**config.mk**
```make
export PLATFORM = sky130hd
export DESIGN_NAME = decimal_string_to_fixed_top
export DESIGN_NICKNAME = d
export VERILOG_FILES = /design/src/hw/rtl/dsf_pkg.sv /design/src/hw/rtl/dsf_front.sv /design/src/hw/rtl/dsf_queue.sv /design/src/hw/rtl/dsf_back.sv /design/src/hw/rtl/decimal_string_to_fixed_top.sv
export SDC_FILE = /design/constraint.sdc
export NUM_CORES = 2
export LEC_CHECK = 0
export BUFFER_PORTS_ARGS = -buffer_cell sky130_fd_sc_hd__buf_2
export CELL_PAD_IN_SITES_DETAIL_PLACEMENT = 0
export CELL_PAD_IN_SITES_GLOBAL_PLACEMENT = 1
export CORE_MARGIN = 1.5
export CORE_UTILIZATION = 50
export DETAILED_ROUTE_END_ITERATION = 8
export PLACE_DENSITY_LB_ADDON = 0.12
export SLEW_MARGIN = 40
export SYNTH_ARGS = -nofsm -noshare
export SYNTH_HDL_FRONTEND = slang
export SYNTH_SLANG_ARGS = --single-unit
```
**constraint.sdc**
```tcl
create_clock -name clk -period 14.5 [get_ports clk]
set_input_delay 0 -clock clk [delete_from_list [all_inputs] [get_ports clk]]
set_output_delay 0 -clock clk [all_outputs]
set_load 0.03 [all_outputs]
```
**src/hw/rtl/dsf_pkg.sv**
```systemverilog
// Shared types, constants and tables for the decimal string to fixed-point block.
// Used by the front classifier, the token queue, the back parser, the top level and the checker.
package dsf_pkg;

  localparam int VALUE_BITS    = 32;
  localparam int MAG_BITS      = VALUE_BITS - 1;
  localparam int CHAR_BITS     = 8;
  localparam int DP_BITS       = 4;
  localparam int DIGIT_BITS    = 4;
  localparam int STATUS_BITS   = 2;
  localparam int USER_BITS     = STATUS_BITS + 1;
  localparam int POW_BITS      = 30;
  localparam int MAX_SCALE     = 9;
  localparam int PROD_BITS     = MAG_BITS + POW_BITS;
  localparam int QUEUE_DEPTH   = 4;
  localparam int QPTR_BITS     = $clog2(QUEUE_DEPTH);
  localparam int QCNT_BITS     = QPTR_BITS + 1;
  localparam int APB_ADDR_BITS = 3;
  localparam int APB_DATA_BITS = 32;

  // Register index, taken from paddr[2]
  localparam logic REG_DECIMAL_PLACES = 1'b0;

  localparam logic [CHAR_BITS-1:0] CHAR_NUL   = 8'h00;
  localparam logic [CHAR_BITS-1:0] CHAR_MINUS = 8'h2D;
  localparam logic [CHAR_BITS-1:0] CHAR_DOT   = 8'h2E;
  localparam logic [CHAR_BITS-1:0] CHAR_COMMA = 8'h2C;
  localparam logic [CHAR_BITS-1:0] CHAR_ZERO  = 8'h30;
  localparam logic [CHAR_BITS-1:0] CHAR_NINE  = 8'h39;

  typedef logic [MAG_BITS-1:0] mag_t;
  localparam mag_t MAX_MAG = '1;

  typedef enum logic [2:0] {
    KIND_DIGIT = 3'd0,
    KIND_POINT = 3'd1,
    KIND_MINUS = 3'd2,
    KIND_OTHER = 3'd3,
    KIND_END   = 3'd4
  } kind_t;

  typedef enum logic [STATUS_BITS-1:0] {
    STATUS_OK      = 2'd0,
    STATUS_EMPTY   = 2'd1,
    STATUS_INVALID = 2'd2
  } status_t;

  typedef struct packed {
    kind_t                 kind;
    logic [DIGIT_BITS-1:0] digit;
  } token_t;

  typedef struct packed {
    logic   valid;
    token_t tok;
  } push_t;

  // Ten to the k for the final scaling, k up to MAX_SCALE
  function automatic logic [POW_BITS-1:0] pow10(input logic [DP_BITS-1:0] k);
    logic [POW_BITS-1:0] p;
    case (k)
      4'd0:    p = POW_BITS'(1);
      4'd1:    p = POW_BITS'(10);
      4'd2:    p = POW_BITS'(100);
      4'd3:    p = POW_BITS'(1000);
      4'd4:    p = POW_BITS'(10000);
      4'd5:    p = POW_BITS'(100000);
      4'd6:    p = POW_BITS'(1000000);
      4'd7:    p = POW_BITS'(10000000);
      4'd8:    p = POW_BITS'(100000000);
      4'd9:    p = POW_BITS'(1000000000);
      default: p = POW_BITS'(1);
    endcase
    return p;
  endfunction

endpackage

```
**src/hw/rtl/dsf_front.sv**
```systemverilog
// Front classifier: takes characters from the input stream and turns them into tokens.
// Depends on dsf_pkg; feeds dsf_queue.
module dsf_front (
  input  logic                           s_tvalid,
  output logic                           s_tready,
  input  logic [dsf_pkg::CHAR_BITS-1:0]  s_tdata,
  input  logic                           q_full,
  output dsf_pkg::push_t                 push
);

  logic is_digit;

  assign is_digit = (s_tdata >= dsf_pkg::CHAR_ZERO) && (s_tdata <= dsf_pkg::CHAR_NINE);
  assign s_tready = !q_full;

  always_comb begin
    push.valid     = s_tvalid && !q_full;
    // ASCII digits carry their value in the low nibble
    push.tok.digit = s_tdata[dsf_pkg::DIGIT_BITS-1:0];
    if (s_tdata == dsf_pkg::CHAR_NUL) begin
      push.tok.kind = dsf_pkg::KIND_END;
    end else if (is_digit) begin
      push.tok.kind = dsf_pkg::KIND_DIGIT;
    end else if (s_tdata == dsf_pkg::CHAR_DOT || s_tdata == dsf_pkg::CHAR_COMMA) begin
      push.tok.kind = dsf_pkg::KIND_POINT;
    end else if (s_tdata == dsf_pkg::CHAR_MINUS) begin
      push.tok.kind = dsf_pkg::KIND_MINUS;
    end else begin
      push.tok.kind = dsf_pkg::KIND_OTHER;
    end
  end

endmodule

```
**src/hw/rtl/dsf_queue.sv**
```systemverilog
// Short token queue between the front classifier and the back parser.
// Depends on dsf_pkg.
module dsf_queue (
  input  logic             clk,
  input  logic             rst,
  input  dsf_pkg::push_t   push,
  output logic             full,
  input  logic             pop,
  output logic             head_valid,
  output dsf_pkg::token_t  head
);

  dsf_pkg::token_t               mem [dsf_pkg::QUEUE_DEPTH];
  logic [dsf_pkg::QPTR_BITS-1:0] wptr;
  logic [dsf_pkg::QPTR_BITS-1:0] rptr;
  logic [dsf_pkg::QCNT_BITS-1:0] count;
  logic                          do_pop;

  assign full       = (count == dsf_pkg::QCNT_BITS'(dsf_pkg::QUEUE_DEPTH));
  assign head_valid = (count != '0);
  assign head       = mem[rptr];
  assign do_pop     = pop && head_valid;

  always_ff @(posedge clk) begin
    if (push.valid) begin
      mem[wptr] <= push.tok;
    end
  end

  always_ff @(posedge clk) begin
    if (rst) begin
      wptr  <= '0;
      rptr  <= '0;
      count <= '0;
    end else begin
      if (push.valid) begin
        wptr <= wptr + 1'b1;
      end
      if (do_pop) begin
        rptr <= rptr + 1'b1;
      end
      case ({push.valid, do_pop})
        2'b10:   count <= count + 1'b1;
        2'b01:   count <= count - 1'b1;
        default: count <= count;
      endcase
    end
  end

endmodule

```
**src/hw/rtl/dsf_back.sv**
```systemverilog
// Back parser: consumes tokens, accumulates the magnitude, and on a terminator
// scales, signs and registers the result. Depends on dsf_pkg.
module dsf_back (
  input  logic                               clk,
  input  logic                               rst,
  input  logic [dsf_pkg::DP_BITS-1:0]        decimal_places,
  input  logic                               head_valid,
  input  dsf_pkg::token_t                    head,
  output logic                               pop,
  output logic                               m_tvalid,
  input  logic                               m_tready,
  output logic [dsf_pkg::VALUE_BITS-1:0]     m_tdata,
  output logic [dsf_pkg::USER_BITS-1:0]      m_tuser
);

  dsf_pkg::mag_t                 magnitude;
  logic                          overflowed;
  logic                          at_string_start;
  logic                          at_first_body_char;
  logic                          is_negative;
  logic                          seen_point;
  logic [dsf_pkg::DP_BITS-1:0]   fraction_digits_kept;
  logic                          stopped;
  dsf_pkg::status_t              error_code;

  logic [dsf_pkg::MAG_BITS+3:0]  acc;
  logic                          step_sat;
  dsf_pkg::mag_t                 mag_step;

  logic [dsf_pkg::DP_BITS-1:0]   scale_k;
  logic [dsf_pkg::DP_BITS-1:0]   scale_kc;
  logic                          scale_big;
  logic [dsf_pkg::PROD_BITS-1:0] prod;
  logic                          fin_sat;
  dsf_pkg::mag_t                 fin_mag;
  logic [dsf_pkg::VALUE_BITS-1:0] fin_abs;
  logic [dsf_pkg::VALUE_BITS-1:0] fin_value;
  dsf_pkg::status_t              fin_status;
  logic                          is_end;

  // Accumulate one digit: m * 10 + d, clamped
  always_comb begin
    acc = ({4'b0, magnitude} << 3) + ({4'b0, magnitude} << 1)
        + {{dsf_pkg::MAG_BITS{1'b0}}, head.digit};
    step_sat = acc > {4'b0, dsf_pkg::MAX_MAG};
    mag_step = step_sat ? dsf_pkg::MAX_MAG : acc[dsf_pkg::MAG_BITS-1:0];
  end

  // Final scaling by ten to the missing fraction digits
  always_comb begin
    scale_k   = (decimal_places > fraction_digits_kept) ?
                (decimal_places - fraction_digits_kept) : '0;
    scale_big = scale_k > dsf_pkg::DP_BITS'(dsf_pkg::MAX_SCALE);
    scale_kc  = scale_big ? dsf_pkg::DP_BITS'(dsf_pkg::MAX_SCALE) : scale_k;
    prod      = dsf_pkg::PROD_BITS'(magnitude) *
                dsf_pkg::PROD_BITS'(dsf_pkg::pow10(scale_kc));
    fin_sat   = overflowed || (scale_big && magnitude != '0) ||
                (prod > dsf_pkg::PROD_BITS'(dsf_pkg::MAX_MAG));
    fin_mag   = fin_sat ? dsf_pkg::MAX_MAG : prod[dsf_pkg::MAG_BITS-1:0];
    fin_abs   = {1'b0, fin_mag};
    fin_value = is_negative ? (~fin_abs + 1'b1) : fin_abs;
    if (at_first_body_char) begin
      fin_status = dsf_pkg::STATUS_EMPTY;
    end else begin
      fin_status = error_code;
    end
  end

  assign is_end = (head.kind == dsf_pkg::KIND_END);
  // Characters that give no result keep flowing while a result waits
  assign pop    = head_valid && (!is_end || !m_tvalid || m_tready);

  always_ff @(posedge clk) begin
    if (rst) begin
      m_tvalid <= 1'b0;
    end else if (pop && is_end) begin
      m_tvalid <= 1'b1;
    end else if (m_tready) begin
      m_tvalid <= 1'b0;
    end
  end

  always_ff @(posedge clk) begin
    if (pop && is_end) begin
      if (fin_status == dsf_pkg::STATUS_OK) begin
        m_tdata <= fin_value;
        m_tuser <= {fin_sat, fin_status};
      end else begin
        m_tdata <= '0;
        m_tuser <= {1'b0, fin_status};
      end
    end
  end

  always_ff @(posedge clk) begin
    if (rst || (pop && is_end)) begin
      magnitude            <= '0;
      overflowed           <= 1'b0;
      at_string_start      <= 1'b1;
      at_first_body_char   <= 1'b1;
      is_negative          <= 1'b0;
      seen_point           <= 1'b0;
      fraction_digits_kept <= '0;
      stopped              <= 1'b0;
      error_code           <= dsf_pkg::STATUS_OK;
    end else if (pop) begin
      at_string_start <= 1'b0;
      if (at_string_start && head.kind == dsf_pkg::KIND_MINUS) begin
        is_negative <= 1'b1;
      end else if (!stopped) begin
        case (head.kind)
          dsf_pkg::KIND_DIGIT: begin
            at_first_body_char <= 1'b0;
            if (!seen_point) begin
              magnitude  <= mag_step;
              overflowed <= overflowed | step_sat;
            end else if (fraction_digits_kept < decimal_places) begin
              magnitude            <= mag_step;
              overflowed           <= overflowed | step_sat;
              fraction_digits_kept <= fraction_digits_kept + 1'b1;
            end
          end
          dsf_pkg::KIND_POINT: begin
            at_first_body_char <= 1'b0;
            seen_point         <= 1'b1;
          end
          default: begin
            // Invalid character: stop, and flag it if nothing came before
            if (at_first_body_char) begin
              error_code <= dsf_pkg::STATUS_INVALID;
            end
            at_first_body_char <= 1'b0;
            stopped            <= 1'b1;
          end
        endcase
      end
    end
  end

endmodule

```
**src/hw/rtl/decimal_string_to_fixed_top.sv**
```systemverilog
// Top level of the decimal string to fixed-point converter: APB register, front, queue, back.
// Depends on dsf_pkg, dsf_front, dsf_queue and dsf_back.
//
// Usage:
//   Input stream s_*: one ASCII character per item in s_tdata[7:0]. A zero byte ends the
//   string and produces exactly one result; all other characters produce none.
//   Output stream m_*: m_tdata is the signed fixed-point value, m_tuser holds the status
//   (ok, empty, invalid first character) and the saturation flag.
//   APB register decimal_places at byte address 0 sets the implied decimal digits;
//   write it only while no string is in flight.
// Timing:
//   One character per cycle sustained while the token queue is not full. A terminator accepted
//   on the input is written into the four-entry token queue, then taken by the parser, which
//   registers its result onto m_*; the final scaling is a single multiply by a power of ten.
//   While a result waits on m_tready, the parser keeps consuming characters that give no
//   result; only the next terminator waits, and s_tready drops once the queue is full.
// Reset:
//   rst clears the queue, the parse state and decimal_places, and drops m_tvalid.
module decimal_string_to_fixed_top (
  input  logic                                 clk,
  input  logic                                 rst,
  // APB
  input  logic                                 psel,
  input  logic                                 penable,
  input  logic                                 pwrite,
  input  logic [dsf_pkg::APB_ADDR_BITS-1:0]    paddr,
  input  logic [dsf_pkg::APB_DATA_BITS-1:0]    pwdata,
  output logic [dsf_pkg::APB_DATA_BITS-1:0]    prdata,
  output logic                                 pready,
  // Input stream
  input  logic                                 s_tvalid,
  output logic                                 s_tready,
  input  logic [dsf_pkg::CHAR_BITS-1:0]        s_tdata,   // [7:0] character
  // Output stream
  output logic                                 m_tvalid,
  input  logic                                 m_tready,
  output logic [dsf_pkg::VALUE_BITS-1:0]       m_tdata,   // [31:0] value
  output logic [dsf_pkg::USER_BITS-1:0]        m_tuser    // [1:0] status, [2] saturated
);

  logic [dsf_pkg::DP_BITS-1:0] decimal_places;
  dsf_pkg::push_t              push;
  logic                        q_full;
  logic                        head_valid;
  dsf_pkg::token_t             head;
  logic                        pop;
  logic                        reg_sel;

  assign pready  = 1'b1;
  assign reg_sel = (paddr[2] == dsf_pkg::REG_DECIMAL_PLACES);
  assign prdata  = reg_sel ? dsf_pkg::APB_DATA_BITS'(decimal_places) : '0;

  always_ff @(posedge clk) begin
    if (rst) begin
      decimal_places <= '0;
    end else if (psel && penable && pwrite && pready && reg_sel) begin
      decimal_places <= pwdata[dsf_pkg::DP_BITS-1:0];
    end
  end

  dsf_front u_front (
    .s_tvalid (s_tvalid),
    .s_tready (s_tready),
    .s_tdata  (s_tdata),
    .q_full   (q_full),
    .push     (push)
  );

  dsf_queue u_queue (
    .clk        (clk),
    .rst        (rst),
    .push       (push),
    .full       (q_full),
    .pop        (pop),
    .head_valid (head_valid),
    .head       (head)
  );

  dsf_back u_back (
    .clk            (clk),
    .rst            (rst),
    .decimal_places (decimal_places),
    .head_valid     (head_valid),
    .head           (head),
    .pop            (pop),
    .m_tvalid       (m_tvalid),
    .m_tready       (m_tready),
    .m_tdata        (m_tdata),
    .m_tuser        (m_tuser)
  );

endmodule

```
; Word level (Yosys, flattened, before mapping)
; Memories as Yosys holds them, arrays and structs flattened. A register that Yosys moved wholly into a read port is not among the register bits.
; Index checks and enable logic that the tools add are counted.
[totals]
regBits = 89
ramBits = 28
romBits = 480
inputBits = 50
out_inout_bits = 70
wordCells = 112
n_memories = 2
[mem_list]
columns = name, words, width, rd, rd_ports_with_merged_regs, wr, line
row1 = (no name shown), 16, 30, 1, 0, 0, dsf_pkg.sv:61  ; case (k)
row2 = u_queue.mem, 4, 7, 1, 1, 1, dsf_queue.sv:13  ; dsf_pkg::token_t mem [dsf_pkg::QUEUE_DEPTH];
[classes]
n_addsub = 9
mul = 1
n_lt_le_gt_ge = 7
n_eq_ne = 10
muxes = 24
bitwise_logic = 6
n_reduce_logical = 35
[ops]
columns = operator, n
row1 = $mux 31, 5
row2 = $gt 61x31->1 const B, 1
row3 = $mul 31x30->61, 1
row4 = $add 34x32->35, 1
row5 = $add 35x4->35, 1
row6 = $gt 35x31->1 const B, 1
row7 = $add 32x1->32 const B, 1
row8 = $not 31->32, 1
row9 = $reduce_bool 31->1, 1
row10 = $eq 8x6->1 const B, 3
row11 = $mux 4, 3
row12 = $logic_and 1x1->1, 10
row13 = $reduce_and 5->1, 2
row14 = $mux 1, 9
row15 = $mux 3, 3
row16 = $ge 8x6->1 const B, 1
row17 = $le 8x6->1 const B, 1
row18 = $logic_not 8->1, 1
row19 = $eq 3x3->1 const B, 2
row20 = $logic_or 1x1->1, 6
row21 = $mux 2, 3
row22 = $pmux 3 s2, 1
row23 = $reduce_and 2->1, 3
row24 = $reduce_and 6->1, 1
row25 = other kinds (23), 30

; Longest topological paths before layout
; An unclocked memory read counts as a cell.
[logic_depth]
ltp_word = 12
depth_mapped = 53
ltp_nobuf = 49

; By module
; Synthesis repeated with hierarchy kept, for this count alone.
[unflattened]
hier_cells = 4329
hier_area_um2 = 39024.9
[by_module_without_submodules]
columns = mod, instances, cells_per_inst, area_per_inst_um2, seq_area_each_um2
row1 = dsf_back, 1, 4174, 36976.7, 1911.8
row2 = dsf_queue, 1, 85, 1478.9, 1021.0
row3 = decimal_string_to_fixed_top, 1, 53, 451.7, 80.1
row4 = dsf_front, 1, 17, 117.6, 0.0

; Worst setup path before layout
; Ideal clock, no wire load.
[synth_timing]
path_type = register to register
from = reg u_back.fraction_digits_kept[1] (netlist bit)
to = reg u_back.m_tdata[24] (netlist bit) (data pin)
setup_time_ps = 257
arrival_ps = 12151
required_time_ps = 14243
slack_ps = 2092
stages_incl_launch_ff = 48
n_path_buf = 4
synth_period_minus_slack_ps = 12408
cell_sequence = dfxtp_1 -> inv_1 -> ha_1 -> nor2b_1 -> o21a_1 -> or2_2 -> xor2_1 -> o21ai_0 -> a21oi_1 -> ha_1 -> inv_1 -> nor3_1 -> clkbuf_1 -> clkbuf_1 -> o21ai_0 -> fa_1 -> inv_1 -> fa_1 -> [... 12 more ...] -> inv_1 -> a211o_1 -> a21o_1 -> a21oi_1 -> o21a_1 -> o2111ai_1 -> or4_4 -> nor3_2 -> buf_6 -> a21boi_1 -> ha_1 -> and3_1 -> nand4_1 -> nor4_1 -> nand2_1 -> nor3b_1 -> mux2i_1 -> a32o_1
[synth_via]
elab_chain_cells = 12
elab_cells_between_ends = 15
classes_between = add/sub (2) / mul (1) / order compare (3) / mux (4) / bitwise (1) / reduce/logical (3) / memory (1)
[synth_rtl]
columns = element, line
row1 = "start, declared", dsf_back.sv:22  ; logic [dsf_pkg::DP_BITS-1:0] fraction_digits_kept;
row2 = "start signal, assigned", dsf_back.sv:120  ; fraction_digits_kept <= fraction_digits_kept + 1'b1;
row3 = $sub 4x4->4 or $gt 4x4->1 (tied branches), "dsf_back.sv:52, dsf_back.sv:51"
row4 = $mux 4 (*), dsf_back.sv:51  ; scale_k = (decimal_places > fraction_digits_kept) ?
row5 = $gt 4x4->1, dsf_back.sv:53  ; scale_big = scale_k > dsf_pkg::DP_BITS'(dsf_pkg::MAX_SCALE);
row6 = $mux 4, dsf_back.sv:54  ; scale_kc = scale_big ? dsf_pkg::DP_BITS'(dsf_pkg::MAX_SCALE) : scale_k;
row7 = $mem_v2 16x30, --
row8 = $mul 31x30->61, dsf_back.sv:55  ; prod = dsf_pkg::PROD_BITS'(magnitude) *
row9 = $gt 61x31->1, dsf_back.sv:58  ; (prod > dsf_pkg::PROD_BITS'(dsf_pkg::MAX_MAG));
row10 = $logic_or 1x1->1, dsf_back.sv:57  ; fin_sat = overflowed || (scale_big && magnitude != '0) ||
row11 = $mux 31 (*), dsf_back.sv:59  ; fin_mag = fin_sat ? dsf_pkg::MAX_MAG : prod[dsf_pkg::MAG_BITS-1:0];
row12 = $not 31->32, dsf_back.sv:61  ; fin_value = is_negative ? (~fin_abs + 1'b1) : fin_abs;
row13 = $add 32x1->32, dsf_back.sv:61
row14 = $mux 31 (*), dsf_back.sv:61
row15 = "end signal, assigned", dsf_back.sv:86  ; m_tdata <= fin_value;
row16 = "end, declared", dsf_back.sv:12  ; output logic [dsf_pkg::VALUE_BITS-1:0] m_tdata,
; Every way passes the cells marked *; elsewhere a longest branch is shown, timed or not.
; A chain may end at the register's enable or synchronous reset.

; Worst setup path in the final report
[layout_timing]
from = reg decimal_places[0] (netlist bit)
to = reg u_back.m_tdata[24] (netlist bit) (data pin)
[layout_via]
elab_chain_cells = 12
elab_cells_between_ends = 15
classes_between = add/sub (2) / mul (1) / order compare (3) / mux (4) / bitwise (1) / reduce/logical (3) / memory (1)
[layout_rtl]
columns = element, line
row1 = "start, declared", decimal_string_to_fixed_top.sv:41  ; logic [dsf_pkg::DP_BITS-1:0] decimal_places;
row2 = "start signal, assigned", decimal_string_to_fixed_top.sv:57  ; decimal_places <= pwdata[dsf_pkg::DP_BITS-1:0];
row3 = $sub 4x4->4 or $gt 4x4->1 (tied branches), "dsf_back.sv:52, dsf_back.sv:51"
row4 = $mux 4 (*), dsf_back.sv:51
row5 = $gt 4x4->1, dsf_back.sv:53
row6 = $mux 4, dsf_back.sv:54
row7 = $mem_v2 16x30, --
row8 = $mul 31x30->61, dsf_back.sv:55
row9 = $gt 61x31->1, dsf_back.sv:58
row10 = $logic_or 1x1->1, dsf_back.sv:57
row11 = $mux 31 (*), dsf_back.sv:59
row12 = $not 31->32, dsf_back.sv:61
row13 = $add 32x1->32, dsf_back.sv:61
row14 = $mux 31 (*), dsf_back.sv:61
; Marked as above.

==> flow_summary.json <==
{
  "drt_wl_total_mm": 118,
  "drt-pass1-iter-count": 6,
  "relSlewSlack_pct": 43.4,
  "required_ns": 14.74,
  "pre_cts_slack_ns": 0.981,
  "setup_viol_count_final": 0,
  "insertion_delay_ns": 0.49,
  "hold_viol_final": 0,
  "grtUsageTotal_pct": 31.4,
  "synth_area_leaders": "fa_1 (42%), ha_1 (11%), inv_1 (9.4%), edfxtp_1 (4.9%), nand2_1 (4.5%)",
  "layout-drive-gt1-share_pct": 5.84,
  "cts_htree_levels": 4,
  "utilization_pct": 53.4,
  "clock_sinks": 119,
  "clockBufferDepth": 2,
  "timing.fmax_ghz": 0.0732,
  "syn_avg_cell_area_um2": 8.95,
  "wire_per_inst_um": 22.5,
  "ios": 120,
  "cp.arrival_ns": 13.90,
  "grt_pass1_vias": 30400,
  "fin_crit_ns": 13.66,
  "initial_core_util_pct": 50.5,
  "place_inst": 5189,
  "cp_slowest_cell": "nand2_1",
  "rows": 101,
  "vias": 29300,
  "dp_hpwl_mm": 95.7,
  "die_h_um": 280,
  "gr-total-overflow": 0,
  "synth_cell_types": 83,
  "fin_area_um2": 40500,
  "fin_cells": 5240,
  "fin_ws_ns": 0.839,
  "cts_resized": 0,
  "slew_violations": 0,
  "nNetsFinal": 5435,
  "pwr_density_cell_nw_per_um2": 33.6,
  "gp_congestion": 0.947,
  "crit_type": "flop to flop",
  "hold_buffers": 18,
  "die-area_um2": 78200,
  "avgViaCountPerCell": 5.60,
  "yosysTopAreaCellShare_pct": 41.8,
  "die_w_um": 280,
  "leakagePower_nw": 21.6,
  "whs_ns": 0.00158,
  "clkTransAtPathRegs_ns": 0.09,
  "synth_top_cell_by_area": "fa_1",
  "ant_nets": 0,
  "ys_warn_count": 0,
  "cap_violations": 0,
  "min_path_type": "input port to flop",
  "ff_latch_area_um2": 3010,
  "fillers": 7164,
  "place_area_um2": 39700,
  "crit_path_end_kind": "flop",
  "synthFlopType": "edfxtp_1",
  "synthCells": 4276,
  "cts_root_buffer": "clkbuf_16",
  "antenna_found_initial": 4,
  "skew_ns": 0.0305,
  "port_buffers": 60,
  "grt_setup_unrepaired": "false",
  "grt_pass1_wl_mm": 185,
  "peakVddDrop_uv": 86.9,
  "numCtsBuffers": 17,
  "drt-initial-drc-count": 2145,
  "worst_pin_slew_ns": 0.847,
  "slowest_delay_ns": 0.66,
  "tns_ns": 0,
  "cts_tree": "built",
  "synth-edff-count": 63,
  "coreArea_um2": 75800,
  "start_kind": "flop",
  "p_total_mw": 1.36,
  "drc": 0,
  "grt_max_degree": 64,
  "ys_async_sr_fraction_pct": 0,
  "synth_area_um2": 38300,
  "ys_ff_latch": 119,
  "area_growth_pct": 5.74,
  "post_cts_buffers": 0,
  "period_share_pct": 94.2,
  "crit_fanout": 14,
  "ys_seq_area_share_pct": 7.87,
  "outcome": "complete, no violations",
  "multi_input_area_um2": 30800
}
## layout make-up
class,instances,area share (%)
Clock inverter,14,0.402
Clock buffer,18,1.06
Inverter,954,8.85
Tap cell,978,3.02
Antenna cell,1,0.00618
Multi-Input combinational cell,2981,76.2
Timing Repair Buffer,175,3.04
Sequential cell,119,7.45
## logic make-up (layout without fill, tap and decap cells)
family                     Yosys count  after routing  share of synthesized area [%]
and+or+nand+nor                   1194           1194                           15.3
DFF                                119            119                           7.87
xor gates and xnor gates            87             87                           1.99
other                                2             30                         0.0196
muxes                               32             32                           1.08
adders and majority gates         1137           1137                           52.8
buffers and inverters             1203           1161                           12.2
AOI/OAI and AO/OA                  502            502                           8.72
## flip-flops by register name, indices dropped and copies added, names as in the netlist, named ones only
register	flops
u_queue.wptr	2
u_back.stopped	1
u_back.is_negative	1
u_back.m_tdata	32
u_queue.mem	28
u_back.at_first_body_char	1
u_back.seen_point	1
u_back.magnitude	31
u_queue.rptr	2
u_back.fraction_digits_kept	4
u_back.error_code	1
u_back.overflowed	1
decimal_places	4
u_back.at_string_start	1
u_back.m_tvalid	1
u_back.m_tuser	3
u_queue.count	3
## cell usage after synthesis, types with 4 or more instances
cell type and instances:
inv_1 954, fa_1 799, nand2_1 459, ha_1 338, clkbuf_1 207, and2_1 199, nor2_1 154, a21oi_1 117
and3_1 117, o21ai_0 108, nand3_1 80, edfxtp_1 63, dfxtp_1 56, xnor2_1 54, a31oi_1 49, a21o_1 44
nor2b_1 42, xor2_1 33, buf_4 31, nand4_1 31, a32o_1 26, nor3_1 24, mux2i_1 22, o211ai_1 22
o21a_1 22, nand2b_1 21, nor4_1 18, o211a_1 11, o21bai_1 10, or2_2 10, o31ai_1 9, a211oi_1 8
nor3b_1 8, or3_1 8, a211o_1 7, a31o_2 7, and4_1 7, mux4_2 7, a22oi_1 5, buf_2 5
a221oi_1 4, buf_1 4, o21ai_1 4, o22a_1 4
## report_power, final
part           internal [mW]  total, mW  switching [mW]
clock network          0.258      0.474           0.215
registers              0.384      0.408          0.0240
logic                  0.160      0.479           0.319
total                  0.802       1.36           0.558
## layout by cell type, fill, tap and decap left out, types with 55 or more instances in the layout
master,n
ha_1,336
fa_1,799
o21ai_0,107
buf_2,60
edfxtp_1,63
nand3_1,80
dfxtp_1,55
and3_1,117
nand2_1,459
and2_1,199
buf_4,95
inv_1,954
a21oi_1,114
nor2_1,146
## routing by layer
layer | vias to the layer above | GRT usage, % | part of all wire (%)
met2 | 1001 | 49.9 | 46
li1 | 13200 | - | -
met4 | 2 | 6.64 | 2.1
met1 | 15000 | 45.8 | 45
met5 | - | 0 | 0.011
met3 | 132 | 4.45 | 6.9
## final timing paths
path | startpoint | to | slack, ns | depth (start not counted)
hold reg to reg | u_back.stopped$_SDFFE_PP0P_ | u_back.stopped$_SDFFE_PP0P_ | 0.48 | 2
setup reg to reg | decimal_places[0]$_SDFFE_PP0P_ | u_back.m_tdata[24]$_SDFFCE_PP0P_ | 0.84 | 47
setup / recovery | decimal_places[0]$_SDFFE_PP0P_ | u_back.m_tdata[24]$_SDFFCE_PP0P_ | 0.84 | 47
hold / removal | s_tdata[4] | u_queue.mem[0][6]$_DFFE_PP_ | 0.002 | 3
## worst max-delay path, delay by kind of cell (launching register included)
kind,cells,cell delay [ns]
AOI/OAI and AO/OA,11,2.81
adders and majority gates,13,5.46
buffers and inverters,9,0.89
DFF,1,0.32
muxes,1,0.11
and+or+nand+nor,13,3.83
Note: power is estimated with default switching activity, not from simulation.
